File: config.mk
export PLATFORM = sky130hd
export DESIGN_NAME = hmis_axis
export DESIGN_NICKNAME = d
export VERILOG_FILES = /design/src/hmis_axis.sv
export SDC_FILE = /design/constraint.sdc
export NUM_CORES = 1
export LEC_CHECK = 0
export ABC_AREA = 1
export BUFFER_PORTS_ARGS = -buffer_cell sky130_fd_sc_hd__buf_2
export CAP_MARGIN = 0
export CORE_UTILIZATION = 50
export CTS_CLUSTER_DIAMETER = 120
export DETAILED_ROUTE_END_ITERATION = 8
export GPL_TIMING_DRIVEN = 0
export PLACE_DENSITY = 0.69
export SLEW_MARGIN = 30
export SYNTH_ARGS = -nofsm -noshare
export SYNTH_HDL_FRONTEND = slang
export SYNTH_SLANG_ARGS = --single-unit
export TNS_END_PERCENT = 100
File: constraint.sdc
create_clock -name clk -period 6.1 [get_ports clk]
set_input_delay 1.22 -clock clk [delete_from_list [all_inputs] [get_ports clk]]
set_output_delay 1.22 -clock clk [all_outputs]
set_load 0.02 [all_outputs]
File: src/hmis_axis.sv
// ----------------------------------------------------------------------------
// hmis_axis - grid locator for one axis
// Scales a coordinate by the inverse spacing, offsets by half the grid and
// clamps to a base index plus the fraction used by the blend (two stages).
// ----------------------------------------------------------------------------
module hmis_axis #(
	parameter int GRID_DIM = 256
) (
	input  logic                              clk,
	input  logic signed [19:0]                coord,
	input  logic [15:0]                       inv_spacing,
	input  logic [$clog2(GRID_DIM+1)-1:0]     size,
	output logic [$clog2(GRID_DIM)-1:0]       idx_s2,
	output logic [15:0]                       frac_s2
);

	localparam int IW = $clog2(GRID_DIM);

	logic signed [36:0] prod_s1;
	logic signed [36:0] offset;
	logic signed [36:0] t;
	logic [20:0]        ip;
	logic [20:0]        lim;
	logic [IW-1:0]      idx_n;
	logic [15:0]        frac_n;

	always_ff @(posedge clk) begin
		prod_s1 <= $signed(coord) * $signed({1'b0, inv_spacing});
	end

	always_comb begin
		offset = $signed({21'(size >> 1), 16'b0});
		t      = prod_s1 + offset;
		ip     = t[36:16];
		lim    = 21'(size) - 21'd1;
		if (t[36]) begin
			// below the grid: base cell zero, no fraction
			idx_n  = '0;
			frac_n = '0;
		end else if (ip > lim) begin
			// past the last index: no term along this axis
			idx_n  = IW'(lim);
			frac_n = '0;
		end else begin
			idx_n  = IW'(ip);
			// the last index adds no term either
			frac_n = (ip < lim) ? t[15:0] : 16'd0;
		end
	end

	always_ff @(posedge clk) begin
		idx_s2  <= idx_n;
		frac_s2 <= frac_n;
	end

endmodule

Word level (Yosys, flattened, before mapping):

Index checks and enable logic that the tools add are counted.

* add/sub/neg operators: 2
* multiply operators: 1
* $lt $le $gt $ge: 2
* multiplexer cells: 1
* bitwise operators: 1
* reductions and logical operators: 1

Operator list (count)
* 37-bit by 25-bit adder with 37-bit output: 1
* 20-bit by 17-bit multiplier with 37-bit output: 1
* 21-bit > comparator: 1
* 21-bit < comparator: 1
* 9-bit by 1-bit subtractor with 10-bit output, second input constant: 1
* 8-bit two-way mux: 1
* 3-bit OR reduction: 1
* 1-bit inverter: 1

* register bits after elaboration: 61
* input bits: 46
* output and inout bits: 24
* word-level logic and storage cells: 11

Depth between registers and ports, before layout:

* depth after elaboration: 4
* mapped depth: 27

Worst setup path before layout:

No wires, ideal clock.

* kind: input-to-reg
* start point: input coord[19]
* end point: register prod_s1[35]
* arrival: 6.376 ns
* required time: 5.988 ns
* slack: -0.388 ns
* stages on the path: 22
* cells stage by stage: clkbuf_1 -> clkbuf_1 -> nand2_1 -> fa_1 -> fa_1 -> inv_1 -> fa_1 -> inv_1 -> fa_1 -> inv_1 -> fa_1 -> inv_1 -> fa_1 -> inv_1 -> ha_1 -> inv_1 -> nor3_1 -> nand2_1 -> nor2_1 -> nand2_1 -> nand3_1 -> nand2_1

* word-level cells in the longest chain between the ends: 1

Ends and longest elaborated chain
* start, declared: line 10 `input logic signed [19:0] coord,`
* 20-bit by 17-bit multiplier with 37-bit output: line 28 `prod_s1 <= $signed(coord) * $signed({1'b0, inv_spacing});`
* end signal, assigned: line 28
* end, declared: line 19 `logic signed [36:0] prod_s1;`

Every way passes these cells.
A chain may end at the register's enable or synchronous reset.

Worst setup path after layout:

* start point: input coord[12]
* end point: register prod_s1[33]

The elaborated chain is that of the path after synthesis.

==> results.py <==
metrics = {
    "detailed_routing": {
        "drt_iter0_drc": 774,
        "ant_nets": 0,
        "drt_wl_total_um": 39300,
        "routed_via_density": 4.98,
        "m1WireLength_um": 15600,
        "drc": 8,
        "wl_per_cell_um": 15.3,
        "met2WireLength_um": 19300,
        "highest_layer": "met4",
        "wl_met3_um": 2690,
        "drt_first_pass_iters": 9,
        "vias": 12747,
    },
    "timing": {
        "hold_viol": 0,
        "rsz0062_at_grt": "true",
        "max_freq_mhz": 167,
        "holdWs_ps": 408,
        "slew_headroom_pct": 47.2,
        "setup_violations": 0,
        "slew_violations": 0,
        "fin_skew_ps": 7.37,
        "finalWorstPathRequiredPeriod_ps": 5980,
        "fin_crit_sh_pct": 98.0,
        "worst-slew-pin-transition_ps": 793,
    },
    "outcome": {
        "violations": "DRC",
        "status": "complete, but fails checks",
    },
    "synthesis": {
        "synth-seq-cells": 61,
        "ys_types": 33,
        "synth_adder_area_share_pct": 50.7,
        "synth_fp_nets": 2588,
        "yosys_warnings": 0,
        "synth_area_per_cell_um2": 7.51,
        "synth_compound_gate_area_share_pct": 2.54,
        "synth_xor_area_share_pct": 2.62,
        "syn_inst": 2097,
        "synth_simple_gate_area_share_pct": 19.2,
        "synth_area_leaders": "fa_1 41%, inv_1 15%, nand2_1 14%",
        "synth_mux_area_share_pct": 0,
        "syn_area_um2": 15700,
        "ys_seq_area_share_pct": 7.76,
        "synth_top_family_by_area": "adder cells",
        "synth_area_leader_cell": "fa_1",
        "yosysTopAreaCellShare_pct": 41.0,
    },
    "placement": {
        "port_buffers": 33,
        "place_congestion": 0.918,
        "post-dp-hpwl_um": 33400,
    },
    "layout": {
        "multi_input_area_um2": 12200,
        "area_delta_synth_final_pct": 11.6,
        "final_cell_mix": "636 x inv_1, 554 x nand2_1, 317 x fa_1",
        "area.sequential_um2": 1220,
        "antenna_cells": 0,
        "fin_util_pct": 57.1,
        "fin_nets": 2651,
        "nFillCells": 2877,
        "layout_commonest_cell": "inv_1",
        "final_layout_size_suffix_gt1_share_pct": 11.3,
    },
    "grt": {
        "globalRouteOverflowTotal": 0,
        "grt_pass1_wl_um": 65400,
        "grt_pass1_vias": 13363,
        "antenna_found_initial": 0,
        "grt_usage_pct": 25.7,
        "grt_max_degree": 13,
    },
    "die": {
        "die_h_um": 179,
        "die_w_um": 179,
        "core_area_um2": 30700,
        "ios": 70,
        "start_util_pct": 51.2,
        "num_rows": 64,
        "die-area_um2": 32200,
    },
    "min_path": {
        "hold_class": "reg -> reg",
        "hold_path.startpoint": "prod_s1[2]",
    },
    "critical_path": {
        "cp_max_fo": 10,
        "start_kind": "primary input",
        "critPathKind": "in -> reg",
        "crit_arrival_ps": 6190,
        "end_kind": "register",
        "critPathLaunch": "coord[12]",
        "required_ps": 6310,
        "r2r_setup_slack_ps": 2780,
        "r2r_start": "prod_s1[16]",
    },
    "run": {
        "max-cap-violations": 0,
    },
    "clock_tree": {
        "numCtsBuffers": 9,
        "cts.sinks": 61,
        "htreeDepth": 3,
        "clock-root-buffer": "clkbuf_16",
        "clkLatencyLatePin_ps": 330,
        "clk_path_buf_depth": 2,
        "tritoncts": "built",
        "clk_pin_slew_ps": 60,
    },
}
[what timing repair did]
action                                  in CTS  in global routing
hold buffers                                 0                  0
endpoints found under the setup margin      24                 22
pin swaps                                    6                 20
gates resized for setup                    107                162
cloned                                       0                  1
buffers inserted                             6                 12
[final timing paths]
kind	end	cells after the start
min reg2reg	frac_s2[2]	2
max	prod_s1[33]	21
min	frac_s2[2]	2
max reg2reg	frac_s2[14]	21
[state kept, by name, summed over array words and instances, names as in the netlist]
name	count
prod_s1	37
idx_s2	8
frac_s2	16
[cells by family after synthesis]
family,after synthesis
DFF,61
and+or+nand+nor,751
adders and majority gates,445
buffers and inverters,717
xor gates and xnor gates,47
AOI/OAI and AO/OA,76
[per-layer routing]
metal | vias up | global-route usage [%]
met5 | - | 0
met4 | 0 | 11.3
met3 | 83 | 3.83
met2 | 429 | 45.0
met1 | 6204 | 31.5
li1 | 6031 | -
[synthesized netlist by cell type (all sizes together)]
master / instances
xor2: 31
inv: 644
a21oi: 51
nand3: 43
or2: 2
o21ai: 16
nand3b: 6
nor2: 98
xnor2: 16
nand4: 13
nor3b: 1
a21o: 2
buf: 1
o21bai: 4
nor4: 2
dfxtp: 61
o22ai: 1
and2: 1
clkbuf: 72
a31oi: 1
o21a: 1
ha: 123
nand2: 577
fa: 322
nor3: 8
[layout make-up]
class | count | share of cell area (%)
multi-input combinational | 1319 | 69.5
inverter | 644 | 13.8
sequential | 61 | 6.95
buffer | 73 | 3.40
tap | 396 | 2.82
timing repair buffer | 52 | 1.85
clock buffer | 9 | 1.28
clock inverter | 7 | 0.427
[worst max-delay path, cell delays in order]
cell and delay [ps]:
clkbuf_4 190, clkbuf_8 200, nand2_1 80, fa_1 520, fa_1 440, fa_1 520, inv_1 60, fa_1 510
fa_1 490, inv_1 50, fa_1 590, inv_1 100, ha_4 250, a21oi_2 150, o21ai_1 100, a21oi_1 190
nand2_1 140, nand2_1 160, nand2_1 80, nand2_1 70, nand2_1 60
[metrics by stage]
step	instance area [µm²]	worst slack (ps)	std cells	setup TNS (ps)
2_1_floorplan	15800	3.62	2097	0
3_3_place_gp	16500	-933	2526	-17410
3_5_place_dp	16500	-954	2526	-18990
4_1_cts	17100	-0.195	2548	-0.195
5_1_grt	17600	-25.6	2561	-97.9
6_report	17600	122	2561	0
Power is left out: the tool's default activity adds up to more than one toggle a clock period on the data nets, which glitch-free logic cannot reach.
